===== src/rtl/crc8fr_pkg.sv =====
// shared types, constants and the crc-8 step for the framed packet receiver
package crc8fr_pkg;

	// frame geometry
	localparam int unsigned MAX_PACKET_LEN = 256;
	localparam int unsigned HEADER_BYTES = 5;
	localparam int unsigned TAIL_BYTES = 2;
	localparam logic [15:0] MIN_LEN = 16'(HEADER_BYTES + TAIL_BYTES);
	localparam logic [15:0] MAX_LEN = 16'(MAX_PACKET_LEN);

	// crc-8 polynomial x^8 + x^2 + x + 1
	localparam logic [7:0] CRC_POLY = 8'h07;

	// header offsets
	localparam logic [8:0] OFS_LEN_LO = 9'd1;
	localparam logic [8:0] OFS_LEN_HI = 9'd2;
	localparam logic [8:0] OFS_HCRC = 9'd3;

	// configuration register indexes
	localparam int unsigned CFG_IDX_W = 2;
	localparam logic [CFG_IDX_W-1:0] REG_HEAD_MARK = 2'd0;
	localparam logic [CFG_IDX_W-1:0] REG_DATA_MARK = 2'd1;
	localparam logic [CFG_IDX_W-1:0] REG_STOP = 2'd2;

	typedef enum logic [2:0] {
		ST_PROG = 3'd0,
		ST_OK = 3'd1,
		ST_BAD_SD = 3'd2,
		ST_BAD_LEN = 3'd3,
		ST_BAD_HCRC = 3'd4,
		ST_BAD_STOP = 3'd5,
		ST_BAD_PCRC = 3'd6
	} status_t;

	typedef enum logic [2:0] {
		PH_HUNT = 3'b001,
		PH_HEAD = 3'b010,
		PH_BODY = 3'b100
	} phase_t;

	typedef struct packed {
		logic [7:0] head_mark;
		logic [7:0] data_mark;
		logic [7:0] stop;
	} cfg_t;

	typedef struct packed {
		logic [7:0] out_byte;
		logic [7:0] frame_offset;
		logic       in_frame;
		status_t    status;
		logic [8:0] frame_length;
	} result_t;

	// one byte through the crc, msb first
	function automatic logic [7:0] crc8_step(input logic [7:0] crc, input logic [7:0] b);
		logic [7:0] c;
		c = crc ^ b;
		for (int k = 0; k < 8; k++) begin
			if (c[7]) begin
				c = {c[6:0], 1'b0} ^ CRC_POLY;
			end else begin
				c = {c[6:0], 1'b0};
			end
		end
		return c;
	endfunction

endpackage


===== src/rtl/crc8fr_cfg.sv =====
// marker byte registers written through the configuration channel
module crc8fr_cfg import crc8fr_pkg::*; (
	input  logic                 clk,
	input  logic                 arst_n,
	input  logic                 cfg_valid,
	output logic                 cfg_ready,
	input  logic [CFG_IDX_W-1:0] cfg_index,
	input  logic [7:0]           cfg_data,
	output cfg_t                 cfg
);

	cfg_t cfg_q;

	assign cfg_ready = 1'b1;
	assign cfg = cfg_q;

	always_ff @(posedge clk or negedge arst_n) begin
		if (!arst_n) begin
			cfg_q.head_mark <= 8'd170;
			cfg_q.data_mark <= 8'd85;
			cfg_q.stop <= 8'd13;
		end else if (cfg_valid) begin
			// index beyond the list is dropped
			if (cfg_index == REG_HEAD_MARK) begin
				cfg_q.head_mark <= cfg_data;
			end
			if (cfg_index == REG_DATA_MARK) begin
				cfg_q.data_mark <= cfg_data;
			end
			if (cfg_index == REG_STOP) begin
				cfg_q.stop <= cfg_data;
			end
		end
	end

endmodule


===== src/rtl/crc8fr_core.sv =====
// frame state machine, running crcs and the per-byte result
module crc8fr_core import crc8fr_pkg::*; (
	input  logic       clk,
	input  logic       arst_n,
	input  logic       accept,
	input  logic [7:0] rx_byte,
	input  cfg_t       cfg,
	output result_t    res
);

	phase_t      phase_q, phase_d;
	logic [8:0]  count_q, count_d;
	logic [15:0] len_q, len_d;
	logic [7:0]  hcrc_q, hcrc_d;
	logic [7:0]  pcrc_q, pcrc_d;
	logic [7:0]  held_q, held_d;

	logic [15:0] idx_ext;
	logic        tail_hit;
	logic        last_byte;
	logic [7:0]  hcrc_in, pcrc_in;
	logic [7:0]  crc_h, crc_p, crc_0;

	assign idx_ext = {7'd0, count_q};
	assign tail_hit = (idx_ext + 16'd2) == len_q;
	assign last_byte = (idx_ext + 16'd1) >= len_q;

	// crc byte is forced to zero where the frame carries its own crc
	assign hcrc_in = (count_q == OFS_HCRC) ? 8'h00 : rx_byte;
	assign pcrc_in = (phase_q == PH_BODY && tail_hit) ? 8'h00 : rx_byte;
	assign crc_h = crc8_step(hcrc_q, hcrc_in);
	assign crc_p = crc8_step(pcrc_q, pcrc_in);
	assign crc_0 = crc8_step(8'h00, rx_byte);

	always_comb begin
		phase_d = phase_q;
		count_d = count_q;
		len_d = len_q;
		hcrc_d = hcrc_q;
		pcrc_d = pcrc_q;
		held_d = held_q;
		res.out_byte = rx_byte;
		res.frame_offset = 8'd0;
		res.in_frame = 1'b0;
		res.status = ST_PROG;
		res.frame_length = 9'd0;

		unique case (phase_q)
			PH_HEAD: begin
				res.frame_offset = count_q[7:0];
				res.in_frame = 1'b1;
				count_d = count_q + 9'd1;
				pcrc_d = crc_p;
				hcrc_d = crc_h;
				if (count_q == OFS_LEN_LO) begin
					len_d = {len_q[15:8], rx_byte};
				end else if (count_q == OFS_LEN_HI) begin
					len_d = {rx_byte, len_q[7:0]};
				end else if (count_q == OFS_HCRC) begin
					held_d = rx_byte;
				end else begin
					// start-data byte closes the header
					phase_d = PH_HUNT;
					if (rx_byte != cfg.data_mark) begin
						res.status = ST_BAD_SD;
					end else if (len_q < MIN_LEN || len_q > MAX_LEN) begin
						res.status = ST_BAD_LEN;
					end else if (held_q != crc_h) begin
						res.status = ST_BAD_HCRC;
					end else begin
						phase_d = PH_BODY;
					end
				end
			end
			PH_BODY: begin
				res.frame_offset = count_q[7:0];
				res.in_frame = 1'b1;
				count_d = count_q + 9'd1;
				pcrc_d = crc_p;
				if (tail_hit) begin
					held_d = rx_byte;
				end
				if (last_byte) begin
					phase_d = PH_HUNT;
					if (rx_byte != cfg.stop) begin
						res.status = ST_BAD_STOP;
					end else if (held_d != crc_p) begin
						res.status = ST_BAD_PCRC;
					end else begin
						res.status = ST_OK;
						res.frame_length = len_q[8:0];
					end
				end
			end
			default: begin
				// hunting; stray phase codes fall here too
				phase_d = PH_HUNT;
				if (rx_byte == cfg.head_mark) begin
					phase_d = PH_HEAD;
					count_d = 9'd1;
					len_d = 16'd0;
					hcrc_d = crc_0;
					pcrc_d = crc_0;
					held_d = 8'h00;
					res.in_frame = 1'b1;
				end
			end
		endcase
	end

	always_ff @(posedge clk or negedge arst_n) begin
		if (!arst_n) begin
			phase_q <= PH_HUNT;
			count_q <= 9'd0;
			len_q <= 16'd0;
			hcrc_q <= 8'h00;
			pcrc_q <= 8'h00;
			held_q <= 8'h00;
		end else if (accept) begin
			phase_q <= phase_d;
			count_q <= count_d;
			len_q <= len_d;
			hcrc_q <= hcrc_d;
			pcrc_q <= pcrc_d;
			held_q <= held_d;
		end
	end

endmodule


===== src/rtl/crc8_framed_packet_receiver.sv =====
// top level of the crc-8 framed packet receiver
//
// channel   direction  handshake              payload
// in        input      in_valid / in_ready    rx_byte
// out       output     out_valid / out_ready  out_byte, frame_offset, in_frame,
//                                              status, frame_length
// cfg       input      cfg_valid / cfg_ready  cfg_index, cfg_data
//
// one byte per cycle while in_ready is high: the frame state and both crc-8 steps are
// combinational logic between the frame state registers and the output register
// a byte's result appears in the cycle after its transaction and the next byte
// is taken in that same cycle as long as the output register is empty or drains
// in_ready drops only while a result sits in the output register and out_ready is low
// reset puts the receiver into hunting and loads the default marker bytes
// cfg_ready is always high; the user must change markers only while the receiver is idle, the block does not enforce it
module crc8_framed_packet_receiver import crc8fr_pkg::*; (
	input  logic                 clk,
	input  logic                 arst_n,
	// input byte stream
	input  logic                 in_valid,
	output logic                 in_ready,
	input  logic [7:0]           rx_byte,
	// per-byte result
	output logic                 out_valid,
	input  logic                 out_ready,
	output logic [7:0]           out_byte,
	output logic [7:0]           frame_offset,
	output logic                 in_frame,
	output logic [2:0]           status,
	output logic [8:0]           frame_length,
	// marker register writes
	input  logic                 cfg_valid,
	output logic                 cfg_ready,
	input  logic [CFG_IDX_W-1:0] cfg_index,
	input  logic [7:0]           cfg_data
);

	cfg_t    cfg;
	result_t res;
	result_t res_q;
	logic    out_valid_q;
	logic    accept;

	// the output register frees up in the cycle its result is taken
	assign in_ready = !out_valid_q || out_ready;
	assign accept = in_valid && in_ready;

	crc8fr_cfg u_cfg (
		.clk       (clk),
		.arst_n    (arst_n),
		.cfg_valid (cfg_valid),
		.cfg_ready (cfg_ready),
		.cfg_index (cfg_index),
		.cfg_data  (cfg_data),
		.cfg       (cfg)
	);

	crc8fr_core u_core (
		.clk     (clk),
		.arst_n  (arst_n),
		.accept  (accept),
		.rx_byte (rx_byte),
		.cfg     (cfg),
		.res     (res)
	);

	// output valid tracks whether a result waits
	always_ff @(posedge clk or negedge arst_n) begin
		if (!arst_n) begin
			out_valid_q <= 1'b0;
		end else if (in_ready) begin
			out_valid_q <= in_valid;
		end
	end

	// result payload, loaded on every input transaction
	always_ff @(posedge clk) begin
		if (accept) begin
			res_q <= res;
		end
	end

	assign out_valid = out_valid_q;
	assign out_byte = res_q.out_byte;
	assign frame_offset = res_q.frame_offset;
	assign in_frame = res_q.in_frame;
	assign status = res_q.status;
	assign frame_length = res_q.frame_length;

endmodule


===== config.mk =====
export PLATFORM = sky130hd
export DESIGN_NAME = crc8_framed_packet_receiver
export DESIGN_NICKNAME = d
export VERILOG_FILES = /design/src/rtl/crc8fr_pkg.sv /design/src/rtl/crc8fr_cfg.sv /design/src/rtl/crc8fr_core.sv /design/src/rtl/crc8_framed_packet_receiver.sv
export SDC_FILE = /design/constraint.sdc
export NUM_CORES = 1
export LEC_CHECK = 0
export ABC_AREA = 1
export BUFFER_PORTS_ARGS = -buffer_cell sky130_fd_sc_hd__buf_2
export CORE_MARGIN = 4
export CORE_UTILIZATION = 45
export DETAILED_ROUTE_END_ITERATION = 8
export GPL_TIMING_DRIVEN = 0
export MAX_ROUTING_LAYER = met4
export PLACE_DENSITY = 0.7
export SYNTH_ARGS = -nofsm -noshare
export SYNTH_HDL_FRONTEND = slang
export SYNTH_HIERARCHICAL = 1
export SYNTH_SLANG_ARGS = --single-unit

===== constraint.sdc =====
create_clock -name clk -period 10 [get_ports clk]
set_input_delay 1 -clock clk [delete_from_list [all_inputs] [get_ports clk]]
set_output_delay 1 -clock clk [all_outputs]
set_load 0.01 [all_outputs]

### Word-level counts from Yosys, hierarchy flattened

Cells that the tools add are included.

| operators by class | value |
|---|---|
| bitwise gates (word level) | 28 |
| magnitude comparators | 3 |
| reductions and logical operators | 20 |
| eq/ne operators | 20 |
| $add $sub $neg | 3 |
| multiplexer cells | 64 |

Operator list:

| cell | count |
|---|---|
| $mux 3 | 39 |
| $mux 8 | 10 |
| $not 3->3 | 24 |
| $mux 16 | 3 |
| $mux 9 | 4 |
| $ne 8x8->1 | 4 |
| $pmux 16 s2 | 1 |
| $pmux 8 s2 | 2 |
| $eq 9x2->1 const B | 2 |
| $eq 16x16->1 | 1 |
| $ge 16x16->1 | 1 |
| $gt 16x9->1 const B | 1 |
| $lt 16x3->1 const B | 1 |
| $xor 8x8->8 | 2 |
| $reduce_and 5->1 | 3 |
| $mux 12 | 1 |
| $pmux 3 s2 | 2 |
| $add 9x1->10 const B | 1 |
| $add 9x2->10 const B | 1 |
| $add 9x1->9 const B | 1 |
| $eq 9x1->1 const B | 1 |
| $eq 8x8->1 | 1 |
| $ne 2x1->1 const B | 4 |
| $reduce_and 2->1 | 4 |
| other kinds (18) | 24 |

| word-level totals | value |
|---|---|
| bits in registers | 106 |
| input bits | 23 |
| logic and storage cells | 154 |

### Logic depth before layout (Yosys ltp)

| depth | value |
|---|---|
| depth in word-level cells | 27 |
| gate-level depth with buffers | 26 |
| mapped depth without buffers | 25 |

### By module

Netlist, hierarchy kept.

Modules (own cells, without submodules):

| module | area each (µm²) | times used | cells an instance |
|---|---|---|---|
| crc8fr_core | 5,303.8 | 1 | 830 |
| crc8fr_cfg | 1,072.3 | 1 | 109 |
| crc8_framed_packet_receiver | 915.9 | 1 | 35 |

### Least setup slack after synthesis

No wires, ideal clock.

| path | value |
|---|---|
| kind | in2reg |
| start point | input in_valid |
| end point | register u_core.held_q[5] |
| path slack | 5.913 ns |
| data required time | 9.918 ns |
| cell stages on the path | 7 |
| data arrival time | 4.005 ns |
| path buffers | 1 |
| cell sequence | inv_1 a21oi_1 inv_1 a311oi_1 clkbuf_1 nor2_1 a31oi_1 |

| between the ends | value |
|---|---|
| word-level cells in the longest chain between the ends | 2 |

Ends and longest elaborated chain:

| element | RTL line | RTL |
|---|---|---|
| from (decl) | crc8_framed_packet_receiver.sv:20 | `input logic in_valid,` |
| $logic_and 1x1->1 | crc8_framed_packet_receiver.sv:46 | `assign accept = in_valid && in_ready;` |
| via accept | crc8_framed_packet_receiver.sv:42 | `logic accept;` |
| $reduce_and 5->1 (no line) | n/a |  |
| to (signal assigned) | crc8fr_core.sv:125 | `held_q <= held_d;` |
| to (decl) | crc8fr_core.sv:16 | `logic [7:0] held_q, held_d;` |

The timed path passes the listed nets, and every way through them passes these cells.
A chain may end at the register's enable or synchronous reset.

### Final worst setup path

| path | value |
|---|---|
| start point | input rx_byte[7] |
| end point | register u_core.len_q[3] |

| between the ends | value |
|---|---|
| word-level cells in the longest chain between the ends | 3 |

Ends and longest elaborated chain:

| element | RTL line | RTL |
|---|---|---|
| from (decl) | crc8_framed_packet_receiver.sv:22 | `input logic [7:0] rx_byte,` |
| $eq 8x8->1 | crc8fr_core.sv:98 | `if (rx_byte == cfg.head_mark) begin` |
| $reduce_bool 2->1 (no line) | n/a |  |
| $reduce_and 4->1 (no line) | n/a |  |
| to (signal assigned) | crc8fr_core.sv:122 | `len_q <= len_d;` |
| to (decl) | crc8fr_core.sv:13 | `logic [15:0] len_q, len_d;` |

Every way passes these cells.

==> results.ini <==
[cts]
clock_latency_ns=0.36
htreeDepth=3
clockBufferDepth=2
path_clk_slew_ns=0.07
cts_tree=built
post_cts_buffers=0
cts_made_buffers=9
cts-hold-fix-buffers=0
ctsResizeCount=0
cts_root_buf=clkbuf_16
cts.sinks=106

[run]
drv_cap=0

[drt]
via_per_inst=5.23
drt_iter0_drc=674
vias=6574
post-route-drc-count=0
wl_per_cell_um=15.4
final_antenna_net_count=0
dr.pass1.iters=5
routed_wl_um=19400

[grt]
grt_start_max_net_pins=41
overflow=0
antenna_found_initial=0
grt_pass1_vias=6047
track_usage=0.223
grt_pass1_wl_um=31200

[yosys]
synthFlopType=dfrtp_1
synth.area.top_cells=dfrtp_1 (22%), nand2_1 (15%), edfxtp_1 (12%)
yosys_register_bits=106
seq_area_frac_synth=0.386
syn-cell-area_mm2=0.00729
synth_fp_nets=1012
synth_top_area_frac=0.223
synth_edf_count=29
synth_warnings=6
synth.avg_cell_area_um2=7.49
async_flop_share=0.726
synth.distinct_cells=44
synth_top_area_cell=dfrtp_1
synthCells=974

[floorplan]
dieArea_mm2=0.0183
core_area_mm2=0.0159
start_util=0.459
pin_count=55
die_w_um=135
num_rows=46
die_h_um=135

[sta]
worst_slew_pin_slew_ns=0.944
finalCriticalPeriod_ns=3.82
fin_skew_ns=0.0126
min_period_over_period=0.382
slew_headroom=0.367
tns_ns=0
drv_slew=0
hold_viol_final=0
clock.fmax_mhz=262
setup_viol=0
rsz0062_at_grt=false

[critical_path]
criticalPathCategory=primary input to register
required_ns=10.20
end_kind=register
crit_arrival_ns=4.02
startpoint_type=primary input
path_max_fanout=10

[pwr]
max-vdd-ir-drop_mv=0.102
powerDensity_mw_per_mm2=247
power.total_uw=2010
leakagePower_uw=0.00400

[layout]
layout_commonest_cell=nand2_1
drive_above_1_share=0.172
most-common-layout-cells=nand2_1 (300), inv_1 (102), nand3_1 (82)
num_antenna_cells=0
area_growth_pct=11.9
layout.nets=1075

[outcome]
outcome=complete, no violations

[placed_design]
portBuffers=49
hpwl_um=14900
place_congestion=0.940

[min_path]
min_path_type=register to register

## area by class of cell
cell class,instances,area (um^2)
fill,1571,7730
clock inverter,5,47.5
tap,216,270
multi-input combinational,719,3840
buffer,37,228
clock buffer,11,243
inverter,112,420
sequential,106,2810
timing repair buffer,52,293
## power breakdown
group          total, uW  switching, uW  internal, uW
Sequential           654           98.5           555
Clock                351            171           180
Combinational       1010            653           353
## logic make-up after synthesis
family / count (synthesis) / share of synthesized area
AO/OA/AOI/OAI: 108 / 0.0853
XOR/XNOR: 48 / 0.0587
adder cells (fa/ha/maj): 15 / 0.0257
buffers and inverters: 149 / 0.0889
flip-flops: 106 / 0.386
other: 1 / 0.000514
AND/OR/NAND/NOR: 547 / 0.355
## cell usage after synthesis (8+ instances only)
cell type and number:
dfstp_2 12, buf_4 10, o22ai_1 17, nand2_4 8
nand2_1 300, ha_1 15, nand2_2 21, a21oi_1 20
nand4_1 31, inv_1 102, xnor2_1 13, or2_2 9
a31oi_1 8, xor2_1 34, dfrtp_1 65, nand3_1 82
o21ai_0 45, inv_2 8, clkbuf_1 14, nor2_1 57
o21a_1 8, nor2_2 14, edfxtp_1 29
## per-layer routing
layer | GRT usage | part of all wire | up-vias
li1 | - | - | 3297
met1 | 0.313 | 0.46 | 3000
met2 | 0.335 | 0.45 | 248
met3 | 0.0349 | 0.068 | 29
met4 | 0.0677 | 0.021 | 0
met5 | - | 0 | -
## flip-flops by register name, summed over array words and instances (netlist names), 8 cells and up
signal          count
frame_offset        8
u_core/pcrc_q       8
u_core/len_q       16
u_core/hcrc_q       8
out_byte            8
frame_length        9
u_core/held_q       8
u_core/count_q      9
u_cfg/cfg          24
## per-stage QoR
stage | util | instances | setup slack, ns | cell area (um^2) | hold WS, ns
after detailed placement | 0.495 | 1242 | 5.90 | 7870 | 0.457
after CTS | 0.514 | 1258 | 6.28 | 8160 | 0.468
after floorplan | - | 974 | 5.91 | 7290 | 0.447
after global routing | 0.514 | 1258 | 6.09 | 8160 | 0.497
final | 0.514 | 1258 | 6.18 | 8160 | 0.466
after global placement | 0.491 | 1239 | 4.47 | 7810 | 0.457
## critical path: stages
cell	delay, ns
buf_2	0.20
inv_1	0.28
or2_2	0.17
nand4_1	0.07
a2111oi_0	0.44
nand2_1	0.22
a21oi_1	0.20
inv_1	0.05
nor2_1	0.47
inv_1	0.18
a21oi_1	0.57
o22ai_1	0.15
## worst paths after layout
| path | startpoint | end | slack, ns | depth (start not counted) |
|---|---|---|---|---|
| min | u_cfg/cfg[17] | u_cfg/cfg[17] | 0.47 | 2 |
| max reg2reg | u_core/count_q[4] | status[2] | 6.65 | 14 |
| min reg2reg | u_cfg/cfg[17] | u_cfg/cfg[17] | 0.47 | 2 |
| max | rx_byte[7] | u_core/len_q[3] | 6.18 | 12 |
| min in group asynchronous | arst_n | u_core/hcrc_q[6] | 0.61 | 1 |
| max in group asynchronous | arst_n | u_cfg/cfg[0] | 8.73 | 2 |
(Power assumes the default switching activity.)
